File: src/hdl/hcbd_pkg.sv
// Package for the chunked body decoder: phase codes, character codes,
// status codes and the result record. No dependencies.
package hcbd_pkg;

	localparam int SIZE_DIGITS_DEF = 8;

	localparam int PHASE_W = 4;

	localparam logic [PHASE_W-1:0] PH_SIZE0   = 4'd0;
	localparam logic [PHASE_W-1:0] PH_SIZE    = 4'd1;
	localparam logic [PHASE_W-1:0] PH_EXT     = 4'd2;
	localparam logic [PHASE_W-1:0] PH_SIZE_LF = 4'd3;
	localparam logic [PHASE_W-1:0] PH_DATA    = 4'd4;
	localparam logic [PHASE_W-1:0] PH_DATA_CR = 4'd5;
	localparam logic [PHASE_W-1:0] PH_DATA_LF = 4'd6;
	localparam logic [PHASE_W-1:0] PH_TRL     = 4'd7;
	localparam logic [PHASE_W-1:0] PH_TRL_LF  = 4'd8;
	localparam logic [PHASE_W-1:0] PH_DONE    = 4'd9;
	localparam logic [PHASE_W-1:0] PH_ERR     = 4'd10;

	localparam logic [7:0] CH_CR    = 8'h0D;
	localparam logic [7:0] CH_LF    = 8'h0A;
	localparam logic [7:0] CH_SEMI  = 8'h3B;
	localparam logic [7:0] CH_SPACE = 8'h20;
	localparam logic [7:0] CH_TAB   = 8'h09;

	localparam logic [1:0] ST_CONT  = 2'd0;
	localparam logic [1:0] ST_DONE  = 2'd1;
	localparam logic [1:0] ST_ERROR = 2'd2;
	localparam logic [1:0] ST_TRUNC = 2'd3;

	typedef struct packed {
		logic       emit;
		logic [7:0] data;
		logic       has_byte;
		logic [1:0] status;
	} hcbd_result_t;

endpackage

File: src/hdl/http_chunked_body_decoder.sv
// Top level of the HTTP/1.1 chunked body decoder: input register, decoder
// state and result register. Depends on hcbd_pkg and hcbd_step.
//
// Usage:
//   s_*: raw body bytes, one per transaction; s_tlast marks the final byte
//        of a body, after which the decoder starts afresh.
//   m_*: results. A transaction is produced for each payload byte and for
//        each status event (body complete, format error, truncated body).
//        Framing bytes produce no transaction.
// Path: a byte accepted into the input register is decoded by the step logic,
//   and its result is written to the result register that drives m_*.
// Throughput: one byte per cycle while m_tready does not stall the output;
//   each byte is decoded in one pass of the step logic between the input
//   register and the result register.
// Reset: arst_n clears both pipeline registers and returns the decoder to
//   waiting for the first chunk-size digit.
// Stall: while m_tready is low with a result held, the input register holds
//   its byte and s_tready falls once it is occupied; nothing is lost.
module http_chunked_body_decoder import hcbd_pkg::*; #(
	parameter int SIZE_DIGITS = SIZE_DIGITS_DEF
) (
	input  logic       clk,
	input  logic       arst_n,
	input  logic       s_tvalid,
	output logic       s_tready,
	input  logic [7:0] s_tdata,   // [7:0] in_byte
	input  logic       s_tlast,   // in_last
	output logic       m_tvalid,
	input  logic       m_tready,
	output logic [7:0] m_tdata,   // [7:0] out_byte
	output logic [2:0] m_tuser    // [0] has_byte, [2:1] status
);

	localparam int BW = 4 * SIZE_DIGITS;
	localparam int DW = $clog2(SIZE_DIGITS + 1);

	logic               vld_s1;
	logic [7:0]         byte_s1;
	logic               last_s1;
	logic               adv;

	logic [PHASE_W-1:0] phase_q, phase_nx;
	logic [BW-1:0]      left_q, left_nx;
	logic [DW-1:0]      digits_q, digits_nx;
	logic               trl_empty_q, trl_empty_nx;
	hcbd_result_t       res;

	logic               out_vld_q;
	logic [7:0]         out_byte_q;
	logic               out_has_q;
	logic [1:0]         out_status_q;

	assign adv      = vld_s1 && (!out_vld_q || m_tready);
	assign s_tready = !vld_s1 || adv;

	always_ff @(posedge clk or negedge arst_n) begin
		if (!arst_n) begin
			vld_s1 <= 1'b0;
		end else if (s_tready) begin
			vld_s1 <= s_tvalid;
		end
	end

	always_ff @(posedge clk) begin
		if (s_tready && s_tvalid) begin
			byte_s1 <= s_tdata;
			last_s1 <= s_tlast;
		end
	end

	hcbd_step #(
		.SIZE_DIGITS (SIZE_DIGITS),
		.BW          (BW),
		.DW          (DW)
	) u_step (
		.in_byte        (byte_s1),
		.in_last        (last_s1),
		.phase          (phase_q),
		.bytes_left     (left_q),
		.digit_count    (digits_q),
		.trl_empty      (trl_empty_q),
		.phase_nx       (phase_nx),
		.bytes_left_nx  (left_nx),
		.digit_count_nx (digits_nx),
		.trl_empty_nx   (trl_empty_nx),
		.result         (res)
	);

	always_ff @(posedge clk or negedge arst_n) begin
		if (!arst_n) begin
			phase_q     <= PH_SIZE0;
			left_q      <= '0;
			digits_q    <= '0;
			trl_empty_q <= 1'b1;
		end else if (adv) begin
			phase_q     <= phase_nx;
			left_q      <= left_nx;
			digits_q    <= digits_nx;
			trl_empty_q <= trl_empty_nx;
		end
	end

	always_ff @(posedge clk or negedge arst_n) begin
		if (!arst_n) begin
			out_vld_q <= 1'b0;
		end else if (adv) begin
			out_vld_q <= res.emit;
		end else if (m_tready) begin
			out_vld_q <= 1'b0;
		end
	end

	always_ff @(posedge clk) begin
		if (adv) begin
			out_byte_q   <= res.data;
			out_has_q    <= res.has_byte;
			out_status_q <= res.status;
		end
	end

	assign m_tvalid = out_vld_q;
	assign m_tdata  = out_byte_q;
	assign m_tuser  = {out_status_q, out_has_q};

endmodule

File: src/hdl/hcbd_step.sv
// Next-state and result logic for one body byte of the chunked decoder.
// Purely combinational; depends on hcbd_pkg.
module hcbd_step import hcbd_pkg::*; #(
	parameter int SIZE_DIGITS = SIZE_DIGITS_DEF,
	parameter int BW          = 4 * SIZE_DIGITS,
	parameter int DW          = $clog2(SIZE_DIGITS + 1)
) (
	input  logic [7:0]         in_byte,
	input  logic               in_last,
	input  logic [PHASE_W-1:0] phase,
	input  logic [BW-1:0]      bytes_left,
	input  logic [DW-1:0]      digit_count,
	input  logic               trl_empty,
	output logic [PHASE_W-1:0] phase_nx,
	output logic [BW-1:0]      bytes_left_nx,
	output logic [DW-1:0]      digit_count_nx,
	output logic               trl_empty_nx,
	output hcbd_result_t       result
);

	logic       hex_ok;
	logic [3:0] hex_d;
	logic       signif;
	logic       ovf;
	logic       err;
	logic       done;
	logic       has;
	logic [1:0] status;
	logic [PHASE_W-1:0] ph;

	always_comb begin
		hex_ok = 1'b1;
		hex_d  = 4'd0;
		if (in_byte >= "0" && in_byte <= "9") begin
			hex_d = 4'(in_byte - "0");
		end else if (in_byte >= "a" && in_byte <= "f") begin
			hex_d = 4'(in_byte - "a" + 8'd10);
		end else if (in_byte >= "A" && in_byte <= "F") begin
			hex_d = 4'(in_byte - "A" + 8'd10);
		end else begin
			hex_ok = 1'b0;
		end
	end

	assign signif = (bytes_left != '0) || (hex_d != 4'd0);
	assign ovf    = signif && (digit_count >= DW'(SIZE_DIGITS));

	always_comb begin
		ph             = phase;
		bytes_left_nx  = bytes_left;
		digit_count_nx = digit_count;
		trl_empty_nx   = trl_empty;
		err            = 1'b0;
		done           = 1'b0;
		has            = 1'b0;
		case (phase)
			PH_SIZE0, PH_SIZE: begin
				if (hex_ok) begin
					if (ovf) begin
						err = 1'b1;
					end else begin
						if (signif) digit_count_nx = digit_count + 1'b1;
						bytes_left_nx = BW'({bytes_left, hex_d});
						ph = PH_SIZE;
					end
				end else if (phase == PH_SIZE0) begin
					err = 1'b1;
				end else if (in_byte == CH_SEMI || in_byte == CH_SPACE ||
						in_byte == CH_TAB) begin
					ph = PH_EXT;
				end else if (in_byte == CH_CR) begin
					ph = PH_SIZE_LF;
				end else begin
					err = 1'b1;
				end
			end
			PH_EXT: begin
				if (in_byte == CH_CR) ph = PH_SIZE_LF;
			end
			PH_SIZE_LF: begin
				if (in_byte != CH_LF) begin
					err = 1'b1;
				end else if (bytes_left == '0) begin
					trl_empty_nx = 1'b1;
					ph = PH_TRL;
				end else begin
					ph = PH_DATA;
				end
			end
			PH_DATA: begin
				has = 1'b1;
				bytes_left_nx = bytes_left - 1'b1;
				if (bytes_left == BW'(1)) ph = PH_DATA_CR;
			end
			PH_DATA_CR: begin
				if (in_byte == CH_CR) ph = PH_DATA_LF;
				else err = 1'b1;
			end
			PH_DATA_LF: begin
				if (in_byte == CH_LF) begin
					ph = PH_SIZE0;
					bytes_left_nx  = '0;
					digit_count_nx = '0;
				end else begin
					err = 1'b1;
				end
			end
			PH_TRL: begin
				if (in_byte == CH_CR) ph = PH_TRL_LF;
				else trl_empty_nx = 1'b0;
			end
			PH_TRL_LF: begin
				if (in_byte != CH_LF) begin
					err = 1'b1;
				end else if (trl_empty) begin
					done = 1'b1;
				end else begin
					trl_empty_nx = 1'b1;
					ph = PH_TRL;
				end
			end
			default: begin
			end
		endcase

		status = ST_CONT;
		if (err) begin
			status = ST_ERROR;
			ph = PH_ERR;
		end else if (done) begin
			status = ST_DONE;
			ph = PH_DONE;
		end

		phase_nx = ph;
		if (in_last) begin
			if (status == ST_CONT && ph != PH_DONE && ph != PH_ERR) status = ST_TRUNC;
			phase_nx       = PH_SIZE0;
			bytes_left_nx  = '0;
			digit_count_nx = '0;
			trl_empty_nx   = 1'b1;
		end

		result.emit     = has || (status != ST_CONT);
		result.data     = has ? in_byte : 8'd0;
		result.has_byte = has;
		result.status   = status;
	end

endmodule

File: config.mk
export PLATFORM = sky130hd
export DESIGN_NAME = http_chunked_body_decoder
export DESIGN_NICKNAME = d
export VERILOG_FILES = /design/src/hdl/hcbd_pkg.sv /design/src/hdl/http_chunked_body_decoder.sv /design/src/hdl/hcbd_step.sv
export SDC_FILE = /design/constraint.sdc
export NUM_CORES = 1
export LEC_CHECK = 0
export BUFFER_PORTS_ARGS = -buffer_cell sky130_fd_sc_hd__clkbuf_2
export CAP_MARGIN = 15
export CORE_UTILIZATION = 56
export CTS_CLUSTER_DIAMETER = 150
export DETAILED_ROUTE_END_ITERATION = 12
export GPL_TIMING_DRIVEN = 1
export PLACE_DENSITY_LB_ADDON = 0.1
export SYNTH_ARGS = -nofsm -noshare
export SYNTH_HDL_FRONTEND = slang
export SYNTH_SLANG_ARGS = --single-unit
File: constraint.sdc
create_clock -name clk -period 3.05 [get_ports clk]
set_clock_uncertainty 0.2 [all_clocks]
set_input_delay 0.1525 -clock clk [delete_from_list [all_inputs] [get_ports clk]]
set_output_delay 0.1525 -clock clk [all_outputs]
set_load 0.1 [all_outputs]
---- Yosys cells after proc, flatten, opt, wreduce, memory -nomap -nowiden ----
Cells that the tools add are included.
cells by class
  mux-type cells .......................... 58
  div/mod/pow operators ................... 0
  bitwise logic cells ..................... 0
  multiply operators ...................... 0
  $add $sub $neg .......................... 7
  $lt $le $gt $ge ......................... 7
  reductions and logical operators ........ 31
  equal/unequal tests ..................... 25
  shifts and indexed selects .............. 0
operators with widths
  cell                   count
  $mux 32                4
  $pmux 32 s3            1
  $mux 4                 23
  $eq 32x1->1 const B    1
  $logic_not 32->1       1
  $pmux 4 s8             1
  $reduce_bool 32->1     1
  $sub 32x1->32 const B  1
  $eq 8x4->1 const B     3
  $mux 1                 22
  $eq 4x3->1 const B     4
  $eq 8x6->1 const B     2
  $ge 8x7->1 const B     2
  $le 8x7->1 const B     2
  $ne 3x2->1 const B     4
  $ne 3x3->1 const B     4
  $reduce_and 6->1       2
  $reduce_bool 4->1      3
  $sub 4x1->4 const B    3
  $add 4x4->4 const B    2
  $eq 4x2->1 const B     2
  $ge 8x6->1 const B     1
  $le 8x6->1 const B     1
  $logic_and 1x1->1      8
  other kinds (18)       30
storage, ports and cells
  register bits ........................... 63
  input bits .............................. 13
  output and inout port bits .............. 13
  ROM bits ................................ 0
  bits in latches ......................... 0
  bits in writable memories ............... 0
  memories ................................ 0

---- Longest topological paths before layout ----
  depth after elaboration ................. 21
  gate-level depth with buffers ........... 12
  depth with buffers taken out ............ 10

---- Hierarchy ----
From an unflattened synthesis, not the netlist that was laid out.
second synthesis, totals
  cells, all modules ...................... 553
  area, all modules ....................... 5046.1 um2
modules (own cells, without submodules)
  module                     cells each  area an instance (um2)  times used
  hcbd_step                  436         2651.3                  1
  http_chunked_body_decoder  117         2394.8                  1

---- Worst setup path before layout ----
Ideal clock, no wire load.
  path kind ............................... register -> register
  start point ............................. reg left_q[0]
  end point ............................... reg out_status_q[0], data pin
  slack ................................... 0.114 ns
  setup time .............................. 0.261 ns
  required time ........................... 2.589 ns
  period minus slack after synthesis ...... 2.936 ns
  path buffers ............................ 0
  arrival ................................. 2.476 ns
  cell stages (with the launch flop) ...... 11
  cells stage by stage .................... dfrtp_1 -> inv_1 -> ha_1 -> or4b_1 -> nor4_4 -> nand3_1 -> or3b_4 -> a31oi_4 -> nor4_1 -> nor3b_2 -> o21ai_1
RTL lines
  item                      RTL line                          source
  start: declaration        http_chunked_body_decoder.sv:43   logic [BW-1:0] left_q, left_nx;
  start signal: assignment  http_chunked_body_decoder.sv:97   left_q <= left_nx;
  end signal: assignment    http_chunked_body_decoder.sv:117  out_status_q <= res.status;
  end: declaration          http_chunked_body_decoder.sv:51   logic [1:0] out_status_q;

==> summary.md <==
| Metric | Value |
|---|---|
| Register share of total power | `0.299` |
| #FFs+latches synth | `63` |
| CP peak stage delay | `0.47 ns` |
| Total power | `3.57 mW` |
| Wl on met1 | `5.35 mm` |
| Setup TNS | `-0.0401 ns` |
| Leakage | `2.34 nW` |
| Yosys top cell by area | `dfrtp_1` |
| Net switching power | `1.48 mW` |
| Logic pwr share | `0.448` |
| Gr ovfl total | `0` |
| Async set-or-reset flop fraction in the synthesized netlist | `0.683` |
| Mean Syn Cell Area | `8.75 µm²` |
| Fin nets | `591` |
| Die area | `7980 µm²` |
| # diodes | `0` |
| Mapped Cells | `488` |
| Slew Limit Fails | `0` |
| CTS Buf Count | `9` |
| Total GRT Usage | `0.310` |
| Post-Syn Area | `4270 µm²` |
| Placed wire-length estimate | `8.12 mm` |
| Htree depth | `3` |
| Number of library cell types mapped by synthesis | `69` |
| Outcome | `finished, violations left` |
| Buffers on Ports | `25` |
| Internal power | `2.09 mW` |
| DRT antenna net count | `0` |
| Period utilisation layout | `1.01` |
| Fmax | `0.325 GHz` |
| Synth-to-layout area growth | `25.3%` |
| Core Region | `7330 µm²` |
| Residual DRC count | `0` |
| Worst-path clk slew | `0.08 ns` |
| Worst Setup Path Type | `flip-flop to flip-flop` |
| Setup WS post-layout | `-0.0251 ns` |
| Ranking of synthesized cells by area | `dfrtp_1 25%, edfxtp_1 14%, nand2_1 5.2%` |
| Synth top area share | `0.246` |
| Hold Crit Class | `input pin to async pin` |
| CTS sink cnt | `63` |
| Worst EP arrival | `2.98 ns` |
| Count of warnings emitted by yosys | `0` |
| Die Span Y | `89.3 µm` |
| CP Capture Type | `flip-flop` |
| Pin count of the biggest net entering global routing | `38` |
| WL final | `12.4 mm` |
| Clock power share | `0.253` |
| CTS tree | `done` |
| CP delay by family, top | `simple AND/OR/NAND/NOR gates` |
| Routability-driven placement congestion ratio | `0.968` |
| Min Tclk post-route | `3.08 ns` |
| Sw Share | `0.415` |
| Routed vias/inst | `6.32` |
| Max clock buf depth | `2` |
| Failing checks | `negative setup slack` |
| Final Hold Violating Endpoints | `0` |
| Worst EP required | `2.95 ns` |
| Initial core utilization | `0.583` |
| Row count | `31` |
| Met3 WL | `1.07 mm` |
| Vias | `4252` |
| Root Driver | `clkbuf_8` |
| Highest metal used | `met4` |
| Worst-Skew Late Latency | `0.35 ns` |
| Initial DRC count | `363` |
| Max_cap viols | `0` |
| Slew @ Worst Pin | `0.763 ns` |
| Initial antenna violation count | `0` |
| CP max FO | `4` |
| First-pass GRT wire length | `18.7 mm` |
| Worst ir drop on vdd | `0.000425 V` |
| Critical path's slowest cell | `or4b_4` |
| Met2 Wirelength | `5.85 mm` |
| Post-synth EDFFs | `20` |
| Max transition margin | `0.491` |
| First drt pass iteration count | `5` |
| Post-synthesis sequential area ratio | `0.393` |
| CP bufs+invs | `1` |
| CP Cell Sequence | `inv_2, ha_4, or4b_4, nor4_4, nand3_1, or3b_4, a31oi_4, nor4_2, nor3b_2, o21ai_1` |
| Syn_nets | `510` |
| Routed WL per cell | `18.5 µm` |
| Layout cells sized above 1 | `0.256` |
| Die X | `89.3 µm` |
| Worst Setup Start Kind | `flip-flop` |
| Unrepaired setup endpoints after global routing | `yes` |
| Power Density | `667 nW/µm²` |
| Final setup violation count | `2` |
| Io pins | `26` |
| Vias in the first global route | `3832` |
| Main synth FF type | `dfrtp_1` |
-- logic make-up after synthesis --
group                      count (synthesis)  share of synthesized area
buffers and inverters                     48                     0.0504
DFF                                       63                      0.393
adders and majority gates                  9                     0.0264
and+or+nand+nor                          217                      0.274
muxes                                      4                    0.00996
xor gates and xnor gates                   4                    0.00820
AOI/OAI and AO/OA                        143                      0.239
-- placed cells by master, fill, tap and decap left out, types with 14 or more instances in the layout --
master and count:
clkbuf_2 25, buf_4 60, dfrtp_1 42, nor2_1 51
a21oi_1 23, edfxtp_1 20, inv_1 14, nor3_1 17
o21ai_1 28, nand2_1 59, o21ai_0 17
-- power by group through the flow --
stage	combinational, mW	sequential, mW	clock [mW]
4_1_cts	1.41	1.06	0.916
2_1_floorplan	0.788	1.31	0
5_1_grt	1.71	1.08	0.943
6_report	1.60	1.07	0.904
3_5_place_dp	1.38	1.08	0
3_3_place_gp	1.37	1.08	0
-- sequential cells by signal (all words and copies together), names as in the netlist, 2 cells and up --
name          count
left_q           32
byte_s1           8
m_tdata           8
digits_q          4
phase_q           4
out_status_q      2
-- synthesized netlist by cell type, types with 5 or more instances --
master	n
nand3_1	14
clkbuf_1	24
nor4_1	6
a32oi_1	6
nand2_1	59
ha_1	9
dfrtp_1	42
nand4_1	7
and3_1	10
nor2_1	51
a22oi_1	9
or3_1	8
edfxtp_1	20
o41ai_1	5
nor3_1	18
a22o_1	5
a21o_1	5
a21oi_1	24
o31ai_1	9
o21ai_1	28
o21ai_0	17
o31ai_2	10
inv_1	16
-- metrics by stage --
| stage | hold WS (ns) | cells | setup slack (ns) | utilization | cell area [µm²] |
|---|---|---|---|---|---|
| CTS | 0.222 | 657 | 0.0226 | 0.698 | 5120 |
| floorplan | -0.343 | 488 | 0.114 | - | 4270 |
| global placement | 0.0422 | 628 | 0.105 | 0.646 | 4740 |
| global route | 0.265 | 673 | -0.0880 | 0.730 | 5350 |
| detailed placement | 0.0423 | 628 | 0.0397 | 0.646 | 4740 |
| finish | 0.203 | 673 | -0.0251 | 0.730 | 5350 |
-- worst paths after layout --
path                            cells past startpoint  slack, ns              end  startpoint
worst max-delay path                               10      -0.03  out_status_q[0]   left_q[0]
worst min-delay path                                2       0.20       phase_q[2]      arst_n
worst max register to register                     10      -0.03  out_status_q[0]   left_q[0]
worst min register to register                      2       0.35        left_q[7]   left_q[7]
max in group asynchronous                           3       1.79        left_q[7]      arst_n
min in group clk                                    2       0.31       byte_s1[1]  s_tdata[1]
-- what timing repair did --
action,4_1_cts,5_1_grt
resized for setup,0,19
setup endpoints to repair,0,38
hold endpoints to repair,32,0
hold buffers,13,0
setup buffers,0,14
-- cell type report --
class                   instances  area (µm²)
multi-input cells             378        2480
fillers                       543        1980
flip-flops and latches         63        1680
repair buffers                101         762
clock buffers                  12         178
well taps                      99         124
clock inverters                 4        72.6
inverters                      16        60.1
-- routing by layer --
layer / up-vias / GRT usage
met5: - / 0
met4: 0 / 0.0967
met3: 24 / 0.0766
met2: 206 / 0.487
met1: 2034 / 0.422
li1: 1988 / -
(Power assumes the default switching activity.)
